[src/hdl/tos_pkg.sv]
// ----------------------------------------------------------------------------
// tos_pkg
// Shared types and constants for the typed operand stack.
// ----------------------------------------------------------------------------
`default_nettype none

package tos_pkg;

  localparam int unsigned DepthDefault = 256;

  localparam int unsigned ValW = 32;
  localparam int unsigned TagW = 2;

  typedef enum logic [2:0] {
    CMD_PUSH  = 3'd0,
    CMD_POP   = 3'd1,
    CMD_PEEK  = 3'd2,
    CMD_LOAD  = 3'd3,
    CMD_STORE = 3'd4,
    CMD_INC   = 3'd5,
    CMD_DROP  = 3'd6,
    CMD_REL   = 3'd7
  } cmd_e;

  typedef enum logic [2:0] {
    ST_OK    = 3'd0,
    ST_UNDER = 3'd1,
    ST_OVER  = 3'd2,
    ST_TYPE  = 3'd3,
    ST_RANGE = 3'd4
  } status_e;

  localparam logic [TagW-1:0] TAG_INT = 2'd0;
  localparam logic [TagW-1:0] TAG_REF = 2'd1;
  localparam logic [TagW-1:0] TAG_BAD = 2'd3;

  // controller -> datapath
  typedef struct packed {
    logic capture;  // latch request fields, start entry read
    logic commit;   // evaluate, update store and pointer, load result
  } ctl_t;

endpackage

`default_nettype wire

[src/hdl/tos_ctrl.sv]
// ----------------------------------------------------------------------------
// tos_ctrl
// Sequencer: accept a request, run the execute state, manage result valid.
// ----------------------------------------------------------------------------
`default_nettype none

module tos_ctrl (
  input  wire logic          clk_i,
  input  wire logic          rst_ni,
  input  wire logic          in_valid_i,
  output logic               in_ready_o,
  output logic               out_valid_o,
  input  wire logic          out_ready_i,
  output tos_pkg::ctl_t      ctl_o
);

  typedef enum logic [1:0] {
    S_IDLE = 2'b01,
    S_EXEC = 2'b10
  } state_e;

  state_e state_q, state_d;
  logic   out_valid_q, out_valid_d;
  logic   slot_free;

  assign in_ready_o  = (state_q == S_IDLE);
  assign out_valid_o = out_valid_q;
  assign slot_free   = !out_valid_q || out_ready_i;

  always_comb begin
    state_d       = state_q;
    ctl_o.capture = 1'b0;
    ctl_o.commit  = 1'b0;
    unique case (state_q)
      S_IDLE: begin
        if (in_valid_i) begin
          ctl_o.capture = 1'b1;
          state_d       = S_EXEC;
        end
      end
      S_EXEC: begin
        // hold here until the result register can take the new result
        if (slot_free) begin
          ctl_o.commit = 1'b1;
          state_d      = S_IDLE;
        end
      end
      default: state_d = S_IDLE;
    endcase
  end

  always_comb begin
    out_valid_d = out_valid_q;
    if (ctl_o.commit) begin
      out_valid_d = 1'b1;
    end else if (out_ready_i) begin
      out_valid_d = 1'b0;
    end
  end

  always_ff @(posedge clk_i or negedge rst_ni) begin
    if (!rst_ni) begin
      state_q     <= S_IDLE;
      out_valid_q <= 1'b0;
    end else begin
      state_q     <= state_d;
      out_valid_q <= out_valid_d;
    end
  end

`ifndef ASSERT_OFF
  a_capture_to_exec: assert property (@(posedge clk_i) disable iff (!rst_ni)
    ctl_o.capture |=> (state_q == S_EXEC))
    else $error("capture not followed by execute");

  a_commit_in_exec: assert property (@(posedge clk_i) disable iff (!rst_ni)
    ctl_o.commit |-> (state_q == S_EXEC) && slot_free)
    else $error("commit outside execute or into a full result slot");

  a_commit_sets_valid: assert property (@(posedge clk_i) disable iff (!rst_ni)
    ctl_o.commit |=> out_valid_q)
    else $error("result not presented after commit");

  a_exec_stall_holds: assert property (@(posedge clk_i) disable iff (!rst_ni)
    (state_q == S_EXEC) && !slot_free |=> (state_q == S_EXEC))
    else $error("execute left while result slot full");
`endif

endmodule

`default_nettype wire

[config.mk]
export PLATFORM = sky130hd
export DESIGN_NAME = tos_ctrl
export DESIGN_NICKNAME = d
export VERILOG_FILES = /design/src/hdl/tos_pkg.sv /design/src/hdl/tos_ctrl.sv
export SDC_FILE = /design/constraint.sdc
export NUM_CORES = 1
export LEC_CHECK = 0
export ABC_AREA = 0
export BUFFER_PORTS_ARGS = -buffer_cell sky130_fd_sc_hd__buf_2
export CAP_MARGIN = 20
export CORE_AREA = 2 2 39 41
export DETAILED_ROUTE_END_ITERATION = 16
export DIE_AREA = 0 0 41 43
export GPL_ROUTABILITY_DRIVEN = 0
export HOLD_SLACK_MARGIN = 0.05
export PLACE_DENSITY = 0.3
export SLEW_MARGIN = 5
export SYNTH_ARGS = -nofsm -noshare
export SYNTH_HDL_FRONTEND = slang
export SYNTH_SLANG_ARGS = --single-unit
[constraint.sdc]
create_clock -name clk_i -period 2.66 [get_ports clk_i]
set_input_delay 0.266 -clock clk_i [delete_from_list [all_inputs] [get_ports clk_i]]
set_output_delay 0.266 -clock clk_i [all_outputs]
set_load 0.05 [all_outputs]
==> key figures, run 1 <==
Status
  • Outcome: complete, no violations

Floorplan
  • Rows: 14
  • I/O Pins: 8
  • Die Y: 43 um
  • Core area: 1380 sq um
  • Die width: 41 um
  • Starting Density: 0.0995
  • Die area: 1760 sq um

Finish
  • Share of layout cells above drive strength 1: 0.478
  • Commonest cells after routing, fill and taps aside: buf_2, clkbuf_4, nand2b_1, nor2b_1, dfrtp_1
  • Area growth from synthesis to layout: 60.9%
  • Antenna Cells: 0
  • Nets: 28
  • Leading cell type in the layout, fill and taps excluded: buf_2

Worst setup path
  • Crit Path Category: register to primary output
  • Critical Path RT: 2.39 ns
  • Crit path from: state_q[0]
  • Worst R2R End: state_q[0]
  • Reg2reg path depth: 2
  • Setup crit end kind: primary output
  • Crit path max fanout: 3
  • Reg2reg start: state_q[0]
  • FF-to-FF setup slack: ~1.7 ns
  • Startpoint type of the worst setup path: register
  • Worst EP arrival: around 1.2 ns

Timing
  • Slew HR: 0.834
  • Clock skew: 0.00253 ns
  • Slew @ Worst Pin: 0.251 ns
  • Min cycle time layout: 1.46 ns
  • TNS Setup: 0 ns
  • RSZ-0062 raised after global routing: no
  • Hold Fails Final Rpt: 0
  • Fin crit share: 0.547
  • Endpoints failing setup: 0
  • Count of final max-slew check failures: 0
  • Highest clock rate: 687 MHz
  • Final worst slack: 1.20 ns

GRT
  • Vias in the first global route: between 100 and 150
  • First-pass GRT wire length: 510 um
  • Antenna violations before repair: 0
  • Largest net degree at the start of global routing: 5
  • Gr usage total: 0.0544
  • Total gr overflow: 0

Drt
  • Vias: 118
  • Post-route ant nets: 0
  • Initial DRC count: 1
  • DR WL/cell: approximately 7.9 um
  • Wirelength, routed: 308 um
  • Iteration count of the initial detailed-routing pass: 2
  • Post-route DRC: 0
  • DR vias/cell: 3.03

Clock network
  • Setup bufs post-CTS: 0
  • CTS tree: yes
  • Max Buffers Root-to-Sink: 2
  • Total CTS buffers: 3
  • Hold buffer count at CTS: 1
  • TritonCTS Sinks: 3
  • Post-CTS sizing: 0
  • Htree depth: 1
  • Clock slew at reported path FFs: roughly 0.030 ns
  • CTS Root Cell: clkbuf_4
  • Worst-skew pair later-pin latency: 0.23 ns

Synth
  • Post-synth cell types: 9
  • Seq cells post-synth: 3
  • Gate Count Post-Synth: 12
  • Syn avg cell area: around 11 sq um
  • Register area share after synthesis: 0.555
  • Yosys warns: 0
  • Area of the mapped netlist: 138 sq um
  • Mapped Nets: 16

Power
  • PD cells: 836 nW/um^2
  • Leak: approximately 0.11 nW
  • IR drop worst, VDD: 0.106 mV

Placement
  • Pre-CTS setup slack: between 1 and 1.5 ns
  • I/O Buffers: 7

Hold path
  • Min-delay worst type: input port to register
  • Critical hold path startpoint: in_valid_i
  • Hold path endpoint: state_q[0]
  • Worst hold path depth: 2

Flow run
  • Max-cap violations: 0
-- kinds of logic (layout without fill, tap and decap cells) --
family / after synthesis / in the layout / synth area share
buffers and inverters: 1 / 12 / 0.0546
AOI/OAI and AO/OA: 2 / 2 / 0.118
and+or+nand+nor: 6 / 6 / 0.273
DFF: 3 / 3 / 0.555
-- sequential cells by signal (all words and copies together) (netlist names) --
register and count:
state_q 2, out_valid_o 1
-- where the power goes --
| group | total (W) | switching [W] | leakage [nW] | internal, W |
|---|---|---|---|---|
| registers | 0.0000557 | 0.00000287 | 0.0367 | 0.0000528 |
| logic | 0.0000505 | 0.0000362 | 0.0589 | 0.0000143 |
| clock network | 0.0000790 | 0.0000228 | 0.0150 | 0.0000562 |
| total | 0.000185 | 0.0000619 | 0.111 | 0.000123 |
-- worst max-delay path, stage by stage, from the launching register on --
cell	delay [ns]
dfstp_2	0.52
nor2b_1	0.16
buf_2	0.28
-- final cells by class --
type	count	area, sq um
flip-flops and latches	3	76.3
well taps	16	20.0
multi-input cells	8	53.8
fillers	162	1160
clock buffers	4	26.3
repair buffers	8	45.0
-- worst max path at each step --
stage,cells after the start,end,slack [ns]
6_report,2,in_ready_o,1.20
5_1_grt,2,in_ready_o,1.13
4_1_cts,2,in_ready_o,1.19
3_3_place_gp,3,ctl_o[0],1.45
2_1_floorplan,1,in_ready_o,1.14
3_5_place_dp,2,in_ready_o,1.44
-- per-layer routing --
layer / track usage / part of all wire
met3: 0.0314 / 0.081
met5: 0 / 0
met4: 0.100 / 0
met1: 0.0260 / 0.30
met2: 0.0781 / 0.62
-- per-stage QoR --
stage | instance area, sq um | utilization | std cells | power (W) | hold slack (ns)
6_report | 221 | 0.160 | 39 | 0.000185 | 0.191
3_5_place_dp | 185 | 0.134 | 34 | 0.000106 | 0.0654
4_1_cts | 221 | 0.160 | 39 | 0.000193 | 0.187
2_1_floorplan | 138 | - | 12 | 0.0000955 | -0.0296
5_1_grt | 221 | 0.160 | 39 | 0.000197 | 0.199
3_3_place_gp | 185 | 0.134 | 34 | 0.000106 | 0.0638
-- synthesized netlist by cell type --
| cell | instances | area (sq um) |
|---|---|---|
| a2bb2oi_1 | 1 | 8.76 |
| and3b_1 | 1 | 8.76 |
| buf_4 | 1 | 7.51 |
| dfrtp_1 | 2 | 50.1 |
| dfstp_2 | 1 | 26.3 |
| nand2_1 | 1 | 3.75 |
| nand2b_1 | 2 | 12.5 |
| nor2b_1 | 2 | 12.5 |
| o21bai_1 | 1 | 7.51 |
No activity file was read; power rests on OpenSTA's default activity.
==> run 2, diff against run 1 <==
clock period = 1.4 ns   (was 2.66 ns; I/O delays follow)
==> run 2 against run 1 <==
  * Worst hold slack worse by 0.13 ns
  * Global-route usage is 1.0 points lower
  * Sequential share of layout area is 0.39 points lower
  * Final area is 1.1% higher
==> key figures, run 2 (same netlist as run 1, synthesis figures left out) <==
GRT
  • Antenna violations before repair: 0 (unchanged)
  • Total gr overflow: 0 (unchanged)
  • Vias in the first global route: 137 (-7.4%)
  • Largest net degree at the start of global routing: 5 (unchanged)
  • Gr usage total: 0.0443 (-0.0101)
  • First-pass GRT wire length: 441 um (-14%)

Timing
  • Highest clock rate: 755 MHz
  • TNS Setup: 0 ns (unchanged)
  • Count of final max-slew check failures: 0 (unchanged)
  • Min cycle time layout: 1.32 ns
  • RSZ-0062 raised after global routing: no
  • Fin crit share: 0.946
  • Final worst slack: 0.0753 ns (-1.13 ns)
  • Endpoints failing setup: 0 (unchanged)
  • Hold Fails Final Rpt: 0 (unchanged)
  • Slew HR: 0.835 (+0.000939)
  • Slew @ Worst Pin: 0.250 ns (-0.00142 ns)
  • Clock skew: 0.000209 ns (-0.00232 ns)

Power
  • Overall power: 0.000353 W (+91%)
  • PD cells: 1580 nW/um^2 (+89%)
  • IR drop worst, VDD: 0.309 mV (+190%)
  • Leak: 0.112 nW (+1.5%)

Worst setup path
  • Critical Path RT: 1.26 ns (-1.13 ns)
  • Slowest Stage Delay on Critical Path: 0.52 ns (about the same)
  • CP Buf/Inv Count: 1 (unchanged)
  • Startpoint type of the worst setup path: register
  • Crit-path slowest cell: dfstp_2
  • Setup crit end kind: primary output
  • FF-to-FF setup slack: 0.47 ns (-1.23 ns)
  • Critical path, cell by cell: and3b_1 -> buf_2
  • Crit path max fanout: 3 (unchanged)
  • Worst EP arrival: 1.18 ns (about the same)
  • Crit Path Category: register to primary output
  • CP top delay family: flip-flops

Drt
  • Vias: 122 (+3.4%)
  • Iteration count of the initial detailed-routing pass: 1 (-1)
  • Initial DRC count: 0 (-1)
  • Post-route DRC: 0 (unchanged)
  • Wirelength, routed: 302 um (-1.9%)
  • DR WL/cell: 7.74 um (-1.9%)
  • DR vias/cell: 3.13 (+3.4%)
  • Post-route ant nets: 0 (unchanged)

Hold path
  • Min-delay worst type: input port to register

Clock network
  • CTS Root Cell: clkbuf_4
  • Htree depth: 1 (unchanged)
  • TritonCTS Sinks: 3 (unchanged)
  • Clock slew at reported path FFs: 0.04 ns (about the same)
  • Worst-skew pair later-pin latency: 0.23 ns (about the same)
  • Max Buffers Root-to-Sink: 2 (unchanged)
  • Total CTS buffers: 3 (unchanged)
  • Setup bufs post-CTS: 0 (unchanged)
  • CTS tree: yes

Finish
  • Antenna Cells: 0 (unchanged)
  • Max reg flops: 2 (unchanged)
  • Nets: 28 (unchanged)
  • Final Cell Area: 224 sq um (+1.1%)
  • # fillers: 157 (-3.1%)
  • Commonest cells after routing, fill and taps aside: buf_2, clkbuf_4, nand2b_1, dfrtp_1
  • Largest Register: state_q
  • Share of layout cells above drive strength 1: 0.522 (+0.0435)
  • Finished Core Util: 0.162 (+0.00181)
  • Area growth from synthesis to layout: 62.7%
  • Leading cell type in the layout, fill and taps excluded: buf_2

Floorplan
  • Rows: 14 (unchanged)
  • Core area: 1380 sq um (unchanged)
  • Starting Density: 0.0995 (unchanged)
  • Die Y: 43 um (unchanged)
  • I/O Pins: 8 (unchanged)
  • Die area: 1760 sq um (unchanged)
  • Die width: 41 um (unchanged)

Status
  • Outcome: complete, no violations

Placement
  • I/O Buffers: 7 (unchanged)
  • Pre-CTS setup slack: 0.313 ns (-1.13 ns)
  • Placed Area: 188 sq um (+1.4%)

Flow run
  • Max-cap violations: 0 (unchanged)
-- run 2: worst paths after layout --
path                        startpoint          end  cells past startpoint
setup / recovery            state_q[0]     ctl_o[1]                      2
hold / removal              in_valid_i   state_q[0]                      2
setup reg to reg            state_q[0]   state_q[0]                      2
hold reg to reg            out_valid_o  out_valid_o                      2
max in group asynchronous       rst_ni   state_q[0]                      2
min in group asynchronous       rst_ni  out_valid_o                      2
-- run 2: layout make-up --
| type | instances | area, sq um | area share |
|---|---|---|---|
| well taps | 16 | 20.0 | 0.0894 |
| flip-flops and latches | 3 | 76.3 | 0.341 |
| multi-input cells | 8 | 56.3 | 0.251 |
| repair buffers | 8 | 45.0 | 0.201 |
| clock buffers | 4 | 26.3 | 0.117 |
-- run 2: through the flow --
step | std cells | hold WS, ns
after global placement | 34 | -0.0625
final | 39 | 0.0575
after detailed placement | 34 | -0.0610
after CTS | 39 | 0.0515
after floorplan | 12 | -0.156
after global routing | 39 | 0.0707
-- run 2: repair_timing --
item                      in CTS  in global routing
hold endpoints to repair       3                  0
hold buffers                   1                  0
resized for setup              0                  0
-- run 2: metal layers --
metal | up-vias | global-route usage | routed length [um]
li1 | 61 | - | -
met1 | 58 | 0.0227 | 90
met2 | 3 | 0.0656 | 177
met3 | 0 | 0.0366 | 34
met4 | 0 | 0.0600 | 0
met5 | - | 0 | 0
-- run 2: power breakdown --
part | internal, W | switching [W]
Clock | 0.000107 | 0.0000428
Sequential | 0.000100 | 0.00000610
Combinational | 0.0000285 | 0.0000687
Total | 0.000236 | 0.000118
==> run 3, diff against run 2 <==
ABC_AREA = 1   (was 0)
clock period = 1.25 ns   (was 1.4 ns; I/O delays follow)
==> run 3 against run 2 <==
  * Global-route usage increased by 0.70 points
  * Core utilization grew 5.5 points
  * Sequential power increased by 14%
  * Largest power group unchanged
==> key figures, run 3 <==
Status
  • Outcome: complete, no violations

Drt
  • Iteration count of the initial detailed-routing pass: 4 (+3)
  • Post-route ant nets: 0 (unchanged)
  • DR vias/cell: 3.17 (+1.4%)
  • Post-route DRC: 0 (unchanged)
  • DR WL/cell: 7.17 um (-7.4%)
  • Initial DRC count: 4 (+4)
  • Wirelength, routed: 373 um (+24%)
  • Vias: 165 (+35%)

Synth
  • Async SR Flop Fraction: 1.00 (unchanged)
  • Dominant cells by area after synthesis: dfrtp_1, dfstp_2, inv_1, nand2_1, nor2_1
  • Seq cells post-synth: 3 (unchanged)
  • Register area share after synthesis: 0.496 (-0.0586)
  • Syn avg cell area: 7.00 sq um (-39%)
  • Area of the mapped netlist: 154 sq um (+12%)
  • Main synth FF type: dfrtp_1
  • EDFF count, synth: 0 (unchanged)
  • Area leader, netlist: dfrtp_1
  • Gate Count Post-Synth: 22 (+10)
  • Yosys warns: 0 (unchanged)
  • Commonest cells post-synth: inv_1, nand2_1, nor2_1, dfrtp_1
  • Post-synth cell types: 7 (-2)
  • Mapped Nets: 26 (+10)
  • Top cell type's share of synthesized area: 0.325 (-0.0384)

Floorplan
  • I/O Pins: 8 (unchanged)
  • Starting Density: 0.111 (+0.0118)
  • Rows: 14 (unchanged)
  • Die area: 1760 sq um (unchanged)
  • Die width: 41 um (unchanged)
  • Core area: 1380 sq um (unchanged)
  • Die Y: 43 um (unchanged)

Timing
  • Count of final max-slew check failures: 0 (unchanged)
  • Slew @ Worst Pin: 0.252 ns (+0.00189 ns)
  • TNS Setup: 0 ns (unchanged)
  • RSZ-0062 raised after global routing: yes
  • Endpoints failing setup: 0 (unchanged)
  • Min cycle time layout: approximately 1.2 ns
  • Slew HR: 0.833 (-0.00125)
  • Fin crit share: 0.985
  • Hold Fails Final Rpt: 0 (unchanged)
  • Clock skew: 0.00211 ns (+0.00190 ns)
  • Highest clock rate: 812 MHz

Clock network
  • CTS Root Cell: clkbuf_4
  • Htree depth: 1 (unchanged)
  • Total CTS buffers: 3 (unchanged)
  • Max Buffers Root-to-Sink: 2 (unchanged)
  • Worst-skew pair later-pin latency: 0.23 ns (about the same)
  • CTS tree: yes
  • Clock slew at reported path FFs: 0.03 ns (about the same)
  • TritonCTS Sinks: 3 (unchanged)

Worst setup path
  • Worst EP arrival: 1.11 ns (-0.07 ns)
  • Slowest Stage Delay on Critical Path: 0.54 ns (+0.02 ns)
  • Crit-path slowest cell: dfstp_2
  • Critical path, cell by cell: nand2_4 -> nor2_4 -> buf_8
  • Reg2reg start: state_q[0]
  • Crit path max fanout: 2 (-1)
  • Critical Path RT: 1.12 ns (-0.14 ns)
  • Startpoint type of the worst setup path: register
  • CP top delay family: flip-flops
  • CP Buf/Inv Count: 1 (unchanged)
  • Setup crit end kind: primary output
  • Crit Path Category: register to primary output
  • Crit path from: state_q[0]

Finish
  • Nets: 41 (+46%)
  • Finished Core Util: 0.217 (+0.0552)
  • Antenna Cells: 0 (unchanged)
  • # fillers: 161 (+2.5%)
  • Max reg flops: 2 (unchanged)
  • Commonest cells after routing, fill and taps aside: inv_1, nand2_1, buf_2, clkbuf_4, buf_4
  • Leading cell type in the layout, fill and taps excluded: inv_1
  • Largest Register: state_q
  • Area growth from synthesis to layout: 95.1%
  • Share of layout cells above drive strength 1: 0.500 (-0.0217)

Power
  • Leak: 0.182 nW (+62%)
  • IR drop worst, VDD: 0.350 mV (+13%)
  • PD cells: 1470 nW/um^2 (-6.6%)

Flow run
  • Max-cap violations: 0 (unchanged)

Placement
  • Detail Placement HPWL: 272 um
  • I/O Buffers: 7 (unchanged)

GRT
  • First-pass GRT wire length: 517 um (+17%)
  • Antenna violations before repair: 0 (unchanged)
  • Gr usage total: 0.0513 (+0.00704)
  • Vias in the first global route: 150 (+9.5%)
  • Largest net degree at the start of global routing: 5 (unchanged)
  • Total gr overflow: 0 (unchanged)

Hold path
  • Min-delay worst type: input port to register
  • Critical hold path startpoint: in_valid_i
## run 3: cell type report
cell class	count	area, sq um	share of cell area
clock buffers	4	26.3	0.0875
inverters	7	26.3	0.0875
multi-input cells	11	61.3	0.204
flip-flops and latches	3	76.3	0.254
well taps	16	20.0	0.0667
repair buffers	11	90.1	0.300
## run 3: what timing repair did
action	4_1_cts	5_1_grt
buffers inserted	0	3
setup endpoints to repair	3	3
pin swaps	0	2
hold buffers	1	0
gates resized for setup	5	7
endpoints found under the hold margin	3	0
## run 3: path summary, 6_finish.rpt
path,end,slack (ns),depth (start not counted)
max,ctl_o[1],0.02,3
min,state_q[1],0.12,3
max reg2reg,state_q[1],0.21,6
min reg2reg,out_valid_o,0.51,2
max in group asynchronous,state_q[0],0.83,2
min in group asynchronous,out_valid_o,0.22,2
## run 3: logic make-up (layout without fill, tap and decap cells)
group | after synthesis | in the layout | share of synthesized area
and+or+nand+nor | 11 | 11 | 0.285
buffers and inverters | 8 | 22 | 0.220
DFF | 3 | 3 | 0.496
## run 3: layer usage
layer / global-route usage / wire [um] / vias to the layer above
met5: 0 / 0 / -
li1: - / - / 86
met1: 0.0485 / 142 / 72
met4: 0.0600 / 0 / 0
met3: 0.0471 / 53 / 0
met2: 0.0563 / 176 / 7
## run 3: power breakdown
| group | switching (W) | leakage (nW) | internal (W) |
|---|---|---|---|
| logic | 0.0000968 | 0.130 | 0.0000578 |
| registers | 0.00000826 | 0.0367 | 0.000112 |
| clock network | 0.0000477 | 0.0150 | 0.000119 |
## run 3: per-stage QoR
step                      instance area, sq um  power [W]  worst slack (ns)  hold WS, ns  std cells
after floorplan                            154   0.000204            0.0425       -0.171         22
after global placement                     201   0.000227             0.171      -0.0774         44
after detailed placement                   201   0.000228             0.148      -0.0765         44
after CTS                                  251   0.000419           -0.0323        0.119         49
after global routing                       300   0.000470           -0.0342        0.134         52
final                                      300   0.000442            0.0190        0.124         52
## run 3: worst reg2reg max path, delay by kind of cell (launching register included)
kind / cells / cell delay [ns]
buf+inv: 3 / 0.19
simple gates: 3 / 0.20
flops: 1 / 0.54
